<file path="src/hdl/atb_pkg.sv">
// shared types and constants for the alarm timer bank
`timescale 1ns / 1ps

package atb_pkg;

  localparam int SLOTS_DEF = 16;
  localparam int CNT_W     = 16;
  localparam int MASK_W    = 16;
  localparam int SLOT_W    = 4;
  localparam int CMD_W     = 3;

  localparam logic [CMD_W-1:0] CMD_TICK       = 3'd0;
  localparam logic [CMD_W-1:0] CMD_REGISTER   = 3'd1;
  localparam logic [CMD_W-1:0] CMD_UNREGISTER = 3'd2;
  localparam logic [CMD_W-1:0] CMD_START      = 3'd3;
  localparam logic [CMD_W-1:0] CMD_STOP       = 3'd4;
  localparam logic [CMD_W-1:0] CMD_QUERY      = 3'd5;

  // command token passed from cell to cell
  typedef struct packed {
    logic              valid;
    logic [CMD_W-1:0]  command;
    logic [SLOT_W-1:0] slot;
    logic [CNT_W-1:0]  duration;
    logic [MASK_W-1:0] mask;
    logic              ticking;
    logic              expired;
    logic              registered;
    logic              err;
  } atb_token_t;

endpackage

</file>
<file path="src/hdl/atb_req_if.sv">
// command channel interface of the alarm timer bank
`timescale 1ns / 1ps

interface atb_req_if import atb_pkg::*; ();
  logic              valid;
  logic              ready;
  logic [CMD_W-1:0]  command;
  logic [SLOT_W-1:0] slot;
  logic [CNT_W-1:0]  duration;

  modport source (output valid, command, slot, duration, input ready);
  modport sink   (input valid, command, slot, duration, output ready);
endinterface

</file>
<file path="src/hdl/atb_rsp_if.sv">
// result channel interface of the alarm timer bank
`timescale 1ns / 1ps

interface atb_rsp_if import atb_pkg::*; ();
  logic              valid;
  logic              ready;
  logic              is_ticking;
  logic              is_expired;
  logic              is_registered;
  logic [MASK_W-1:0] expired_now_mask;
  logic              error;

  modport source (output valid, is_ticking, is_expired, is_registered, expired_now_mask,
                  error, input ready);
  modport sink   (input valid, is_ticking, is_expired, is_registered, expired_now_mask,
                  error, output ready);
endinterface

</file>
<file path="src/hdl/alarm_timer_bank_top.sv">
// top level of the alarm timer bank: a row of slot cells and the result register
`timescale 1ns / 1ps

// usage
// - req carries one command item (command, slot, duration); rsp returns one
//   result item per command (flags of the addressed slot, tick expiry mask, error)
// - each slot lives in its own cell; an accepted item becomes a token that
//   walks the row one cell per cycle, and each cell applies it to its slot
//   as it passes (tick decrements, addressed commands act on one cell)
// - one item at a time: a new item is accepted only after the token of the
//   last one has left the row; only one token is in the row at a time
// - req.ready is low while a token is in the row; it is high again while a
//   finished result still waits in the result register
// - if rsp is stalled when the next token reaches the end of the row, the
//   whole row holds until the result register frees up
// - reset (rst, synchronous) clears all slots: no slot registered, no
//   ticking, nothing expired, counts zero; the row and rsp come up empty
// - slot indexes of SLOTS and above are ignored except that unregister flags
//   error; the expiry mask shows slots 0 to 15 only
module alarm_timer_bank_top import atb_pkg::*; #(
  parameter int SLOTS = SLOTS_DEF
) (
  input logic       clk,
  input logic       rst,
  atb_req_if.sink   req,
  atb_rsp_if.source rsp
);

  atb_token_t tok [0:SLOTS];
  logic       busy;
  logic       en;
  logic       accept;
  logic       take_out;
  logic       rsp_valid;

  // row holds only when the final token cannot move into the result register
  assign take_out = tok[SLOTS].valid && (!rsp_valid || rsp.ready);
  assign en       = !(tok[SLOTS].valid && !take_out);

  assign req.ready = !busy;
  assign accept    = req.valid && req.ready;

  // inject the command token; error starts set for unregister and is
  // cleared by the addressed cell if it was registered
  always_comb begin
    tok[0]            = '0;
    tok[0].valid      = accept;
    tok[0].command    = req.command;
    tok[0].slot       = req.slot;
    tok[0].duration   = req.duration;
    tok[0].err        = (req.command == CMD_UNREGISTER);
  end

  for (genvar i = 0; i < SLOTS; i++) begin : g_cell
    atb_cell #(.IDX(i)) u_cell (
      .clk    (clk),
      .rst    (rst),
      .en     (en),
      .tok_in (tok[i]),
      .tok_out(tok[i+1])
    );
  end

  // busy from acceptance until the token leaves the row
  always_ff @(posedge clk) begin
    if (rst) begin
      busy <= 1'b0;
    end else if (accept) begin
      busy <= 1'b1;
    end else if (take_out) begin
      busy <= 1'b0;
    end
  end

  // result register
  always_ff @(posedge clk) begin
    if (rst) begin
      rsp_valid <= 1'b0;
    end else if (take_out) begin
      rsp_valid <= 1'b1;
    end else if (rsp.ready) begin
      rsp_valid <= 1'b0;
    end
  end

  always_ff @(posedge clk) begin
    if (take_out) begin
      rsp.is_ticking       <= tok[SLOTS].ticking;
      rsp.is_expired       <= tok[SLOTS].expired;
      rsp.is_registered    <= tok[SLOTS].registered;
      rsp.expired_now_mask <= tok[SLOTS].mask;
      rsp.error            <= tok[SLOTS].err;
    end
  end

  assign rsp.valid = rsp_valid;

  // valid flags of the tokens along the row
  logic [SLOTS:0] tok_valid_vec;
  for (genvar j = 0; j <= SLOTS; j++) begin : g_vld
    assign tok_valid_vec[j] = tok[j].valid;
  end

  a_one_token: assert property (@(posedge clk) disable iff (rst)
    $onehot0(tok_valid_vec[SLOTS:1]))
    else $error("more than one token in the cell row");

  a_token_arrives: assert property (@(posedge clk) disable iff (rst)
    accept |-> ##SLOTS tok[SLOTS].valid)
    else $error("token did not reach the end of the row in time");

  a_busy_covers_token: assert property (@(posedge clk) disable iff (rst)
    (|tok_valid_vec[SLOTS:1]) |-> busy)
    else $error("token in the row while not busy");

endmodule

</file>
<file path="src/hdl/atb_cell.sv">
// one alarm slot: holds its count and flags, acts on the passing token
`timescale 1ns / 1ps

module atb_cell import atb_pkg::*; #(
  parameter int IDX = 0
) (
  input  logic       clk,
  input  logic       rst,
  input  logic       en,
  input  atb_token_t tok_in,
  output atb_token_t tok_out
);

  localparam logic              ADDRESSABLE = (IDX < (1 << SLOT_W));
  localparam logic [SLOT_W-1:0] MY_SLOT     = SLOT_W'(IDX);
  localparam logic [MASK_W-1:0] MY_BIT      = MASK_W'(64'(1) << IDX);

  logic [CNT_W-1:0] cnt, cnt_next;
  logic             ticking, ticking_next;
  logic             expired, expired_next;
  logic             registered, registered_next;
  atb_token_t       tok_next;
  logic             hit;

  assign hit = tok_in.valid && ADDRESSABLE && (tok_in.slot == MY_SLOT);

  always_comb begin
    cnt_next        = cnt;
    ticking_next    = ticking;
    expired_next    = expired;
    registered_next = registered;
    tok_next        = tok_in;
    if (tok_in.valid && tok_in.command == CMD_TICK) begin
      if (registered && ticking) begin
        cnt_next = cnt - CNT_W'(1);
        if (cnt == CNT_W'(1)) begin
          ticking_next  = 1'b0;
          expired_next  = 1'b1;
          tok_next.mask = tok_in.mask | MY_BIT;
        end
      end
    end else if (hit) begin
      case (tok_in.command)
        CMD_REGISTER: begin
          ticking_next    = 1'b0;
          expired_next    = 1'b0;
          registered_next = 1'b1;
        end
        CMD_UNREGISTER: begin
          if (registered) begin
            registered_next = 1'b0;
            tok_next.err    = 1'b0;
          end
        end
        CMD_START: begin
          cnt_next     = tok_in.duration;
          ticking_next = 1'b1;
          expired_next = 1'b0;
        end
        CMD_STOP: begin
          ticking_next = 1'b0;
        end
        default: begin
        end
      endcase
      if (tok_in.command inside {CMD_REGISTER, CMD_UNREGISTER, CMD_START, CMD_STOP,
                                 CMD_QUERY}) begin
        tok_next.ticking    = ticking_next;
        tok_next.expired    = expired_next;
        tok_next.registered = registered_next;
      end
    end
  end

  always_ff @(posedge clk) begin
    if (rst) begin
      cnt           <= '0;
      ticking       <= 1'b0;
      expired       <= 1'b0;
      registered    <= 1'b0;
      tok_out.valid <= 1'b0;
    end else if (en) begin
      cnt        <= cnt_next;
      ticking    <= ticking_next;
      expired    <= expired_next;
      registered <= registered_next;
      tok_out    <= tok_next;
    end
  end

endmodule
</file>
<file path="src/flat_wrapper.sv">
// flat-port wrapper written by rule: the top's interface ports become plain ports
module alarm_timer_bank_top_flat import atb_pkg::*;
#(
  parameter int SLOTS = SLOTS_DEF
)
  (clk, rst, req_valid, req_command, req_slot, req_duration, req_ready, rsp_valid, rsp_is_ticking, rsp_is_expired, rsp_is_registered, rsp_expired_now_mask, rsp_error, rsp_ready);
  atb_req_if req_i ();
  atb_rsp_if rsp_i ();
  input logic clk;
  input logic rst;
  input wire logic [$bits(req_i.valid)-1:0] req_valid;
  input wire logic [$bits(req_i.command)-1:0] req_command;
  input wire logic [$bits(req_i.slot)-1:0] req_slot;
  input wire logic [$bits(req_i.duration)-1:0] req_duration;
  output wire logic [$bits(req_i.ready)-1:0] req_ready;
  output wire logic [$bits(rsp_i.valid)-1:0] rsp_valid;
  output wire logic [$bits(rsp_i.is_ticking)-1:0] rsp_is_ticking;
  output wire logic [$bits(rsp_i.is_expired)-1:0] rsp_is_expired;
  output wire logic [$bits(rsp_i.is_registered)-1:0] rsp_is_registered;
  output wire logic [$bits(rsp_i.expired_now_mask)-1:0] rsp_expired_now_mask;
  output wire logic [$bits(rsp_i.error)-1:0] rsp_error;
  input wire logic [$bits(rsp_i.ready)-1:0] rsp_ready;
  assign req_i.valid = req_valid;
  assign req_i.command = req_command;
  assign req_i.slot = req_slot;
  assign req_i.duration = req_duration;
  assign req_ready = req_i.ready;
  assign rsp_valid = rsp_i.valid;
  assign rsp_is_ticking = rsp_i.is_ticking;
  assign rsp_is_expired = rsp_i.is_expired;
  assign rsp_is_registered = rsp_i.is_registered;
  assign rsp_expired_now_mask = rsp_i.expired_now_mask;
  assign rsp_error = rsp_i.error;
  assign rsp_i.ready = rsp_ready;
  alarm_timer_bank_top #(.SLOTS(SLOTS)) u_core (.clk(clk), .rst(rst), .req(req_i), .rsp(rsp_i));
endmodule
</file>
<file path="config.mk">
export PLATFORM = sky130hd
export DESIGN_NAME = alarm_timer_bank_top_flat
export DESIGN_NICKNAME = d
export VERILOG_FILES = /design/src/hdl/atb_pkg.sv /design/src/hdl/atb_req_if.sv /design/src/hdl/atb_rsp_if.sv /design/src/hdl/alarm_timer_bank_top.sv /design/src/hdl/atb_cell.sv /design/src/flat_wrapper.sv
export SDC_FILE = /design/constraint.sdc
export NUM_CORES = 2
export LEC_CHECK = 0
export ABC_AREA = 1
export ABC_CLOCK_PERIOD_IN_PS = 20000
export BUFFER_PORTS_ARGS = -buffer_cell sky130_fd_sc_hd__buf_2
export CORE_MARGIN = 5
export CORE_UTILIZATION = 55
export CTS_BUF_LIST = sky130_fd_sc_hd__clkbuf_16
export DETAILED_ROUTE_END_ITERATION = 10
export PLACE_DENSITY = 0.74
export SYNTH_ARGS = -nofsm -noshare
export SYNTH_HDL_FRONTEND = slang
export SYNTH_SLANG_ARGS = --single-unit
export TNS_END_PERCENT = 10
</file>
<file path="constraint.sdc">
create_clock -name clk -period 20 [get_ports clk]
set_input_delay 2 -clock clk [delete_from_list [all_inputs] [get_ports clk]]
set_output_delay 2 -clock clk [all_outputs]
set_load 0.02 [all_outputs]
</file>
==> summary.txt <==
Critical path
  – Worst R2R Setup Slack: between 15 and 20 ns
  – CP bufs+invs: 6
  – Startpoint types: input pin
  – WP data required: about 20 ns
  – CP delay by family, top: buffers and inverters
  – Worst R2R Path Depth: 6
  – Cells along the critical path: buf_6, inv_4, nand2_1, inv_8, buf_12, buf_4, buf_4
  – Slowest cell on crit path: buf_4
  – Max incr delay on CP: 0.93 ns
  – RR Startpoint: u_core.rsp.valid
  – Capture point of the worst reg-to-reg path: u_core.g_cell[10].u_cell.tok_out[1]
  – Crit Path Class: input pin to flop
  – CP Max Fanout: 201
  – Crit-path most repeated cell: buf_4
  – Crit path DAT: between 6 and 7 ns
  – Crit end category: flop

Synth
  – Post-synth EDFFs: 565
  – Top_reg_cell synth: edfxtp_1
  – #FFs+latches synth: roughly 890
  – Commonest cells post-synth: nand2_1, nor2_1, edfxtp_1, inv_1, nand3_1
  – Post-Syn Area per Cell: between 8 and 9 sq um
  – Synth Instances: roughly 4,800
  – Asr flop ratio synth: 0%
  – Synth top area share: ~40%
  – Synth top area cells: edfxtp_1, dfxtp_1, nand2_1
  – Cell Area, Synth: slightly above 40,000 sq um
  – Post-synthesis sequential area ratio: 56.6%
  – Area leader, netlist: edfxtp_1
  – Top-count cell post-synth: nand2_1
  – Netlist cell types: 52
  – Yosys warning total: 0
  – Net Count, Synth: just under 5,000

Place
  – Dpl cells: ~5,700
  – Placement Setup Slack: 12.86 ns
  – Post-DP Area: 42,200 sq um
  – Placer Congestion: about 0.94
  – Detail Placement HPWL: slightly above 60,000 microns
  – Port bufs: between 40 and 50

Clock tree
  – Clk_lat worst skew: roughly 0.66 ns
  – Clock-pin slew on the worst setup and hold paths: ~0.06 ns
  – CTS H-tree lvls: 3
  – CTS tree: built
  – Clock sink total: roughly 890
  – Clock tree buffer depth: 3
  – Clock Tree Root: clkbuf_16
  – CTS Buf Count: 94
  – Setup repair bufs after CTS: 0
  – Count of cells resized by post-cts repair: 0
  – Hold buffer count at cts: 0

Hold path
  – Hold Path Sink: u_core.g_cell[12].u_cell.tok_out[8]
  – HP Start: u_core.g_cell[11].u_cell.tok_out[8]
  – Worst min path class: flop to flop
  – Worst Hold Path Cells: 0

Floorplan
  – Ports: 49
  – Die area: approximately 81,000 sq um
  – Core box area: between 70,000 and 80,000 sq um
  – FP Rows: 100
  – Die height: 284 microns
  – Die extent in x: about 280 microns
  – Starting Density: 55.5%

GRT
  – Largest net degree at the start of global routing: slightly above 200
  – Initial antenna violation count: 1
  – First-pass GRT wire length: roughly 150,000 microns
  – Vias in the first global route: ~30,000
  – Total global-route track usage: approximately 22%
  – Congestion Overflow GR: 0

Finish
  – Post-route design area: 45,200 sq um
  – Nets: just under 5,000
  – Share of cells above drive strength 1: 7.79%
  – Finished Core Util: 60.6%
  – Layout area overhead: 9.22%
  – Fillcell total: around 6,300
  – Non-filler cells, final: about 5,900

Power
  – Maximum VDD drop: approximately 0.067 mV
  – Total power: approximately 3.9 mW
  – Leakage power: between 15 and 20 nW
  – Pwr/cell area: 85.5 nW/um^2

STA
  – Slew HR: between 20% and 30%
  – Final period utilization: about a third
  – Hold slack: between 0.4 and 0.5 ns
  – Count of pins over their slew limit: 0
  – Slew @ Worst Pin: between 1 and 1.5 ns
  – Skew final: between 0.04 and 0.05 ns
  – Setup ws final: 13.57 ns
  – Unrepaired setup endpoints after global routing: false
  – Final setup TNS: 0 ns
  – Achievable Freq: 156 MHz
  – Endpoints failing setup: 0
  – Min Tclk post-route: 6.43 ns
  – Fin. Hold Viols: 0

Routing
  – # DRC: 0
  – Routed Antenna Nets: 0
  – Final wirelength: roughly 93,000 microns
  – DRT Pass-1 Iters: 9
  – Vias: 32,100
  – Drt initial violations: ~3,100
  – Via density: about 5.5
  – Wire per inst: 15.9 microns

Job
  – Max Cap Viol: 0

Run status
  – Status: completed
[where the power goes]
group	switching, mW	leakage [nW]	total, mW	internal, mW
clock network	0.724	1.52	1.69	0.962
logic	0.0797	9.58	0.114	0.0341
registers	0.0422	8.13	2.06	2.02
[registers in the layout (all words and copies together), names as in the netlist, 16 cells and up]
register,flops
u_core.rsp.expired_now_mask,16
u_core.g_cell.u_cell.expired,16
u_core.g_cell.u_cell.ticking,16
u_core.g_cell.u_cell.registered,16
u_core.g_cell.u_cell.tok_out,561
u_core.g_cell.u_cell.cnt,256
[final cells by class]
cell class	instances	area, sq um	share of cell area, %
diodes	2	5.00	0.0111
clock buffers	94	2350	5.21
clock inverters	82	647	1.43
inverters	492	1860	4.12
multi-input cells	3275	15300	33.9
flip-flops and latches	887	23400	51.8
well taps	969	1210	2.68
repair buffers	61	357	0.789
[kinds of logic after synthesis]
family | synth area share (%)
compound gates | 8.97
simple gates | 26.1
buf+inv | 6.33
xor+xnor | 0.466
flops | 56.6
fa+ha+maj | 0.968
mux | 0.560
[cells in the final DEF, fill, tap and decap left out, drive strengths merged, types with 2 or more instances in the layout]
| master | Yosys | final |
|---|---|---|
| diode | 0 | 2 |
| a21oi | 333 | 333 |
| nand4 | 67 | 67 |
| xnor2 | 9 | 9 |
| nor3 | 43 | 43 |
| inv | 491 | 513 |
| o31ai | 12 | 12 |
| o21a | 4 | 4 |
| edfxtp | 565 | 565 |
| nor3b | 2 | 2 |
| xor2 | 13 | 13 |
| a21boi | 12 | 12 |
| o21ai | 312 | 312 |
| buf | 88 | 61 |
| nand2 | 1207 | 1207 |
| bufinv | 0 | 8 |
| mux2i | 13 | 13 |
| nor4 | 12 | 12 |
| mux2 | 9 | 9 |
| and2 | 4 | 4 |
| o21bai | 8 | 8 |
| clkinv | 1 | 47 |
| nor2 | 610 | 610 |
| a2bb2oi | 2 | 2 |
| clkbuf | 44 | 94 |
| nand3b | 18 | 18 |
| a31oi | 19 | 19 |
| dfxtp | 322 | 322 |
| or2 | 99 | 99 |
| ha | 32 | 32 |
| nand3 | 430 | 430 |
| clkinvlp | 0 | 6 |
[worst max-delay path by stage]
stage / startpoint / to / slack, ns / cells past startpoint
5_1_grt: rst / u_core.g_cell[10].u_cell.tok_out[1] / 13.22 / 7
6_report: rst / u_core.g_cell[10].u_cell.tok_out[1] / 13.57 / 7
2_1_floorplan: rsp_ready / u_core.g_cell[0].u_cell.tok_out[0] / 5.74 / 7
4_1_cts: rst / u_core.g_cell[10].u_cell.tok_out[1] / 13.56 / 7
3_5_place_dp: rst / u_core.g_cell[10].u_cell.tok_out[30] / 12.86 / 7
3_3_place_gp: rst / u_core.g_cell[10].u_cell.tok_out[32] / 12.98 / 7
[layer usage]
metal	part of all wire, %	vias up	global-route usage [%]
li1	-	16000	-
met1	45	15000	31.9
met2	47	940	36.5
met3	5.4	154	3.10
met4	2.3	0	6.01
met5	0	-	0
Power figures use the tool's default switching activity.
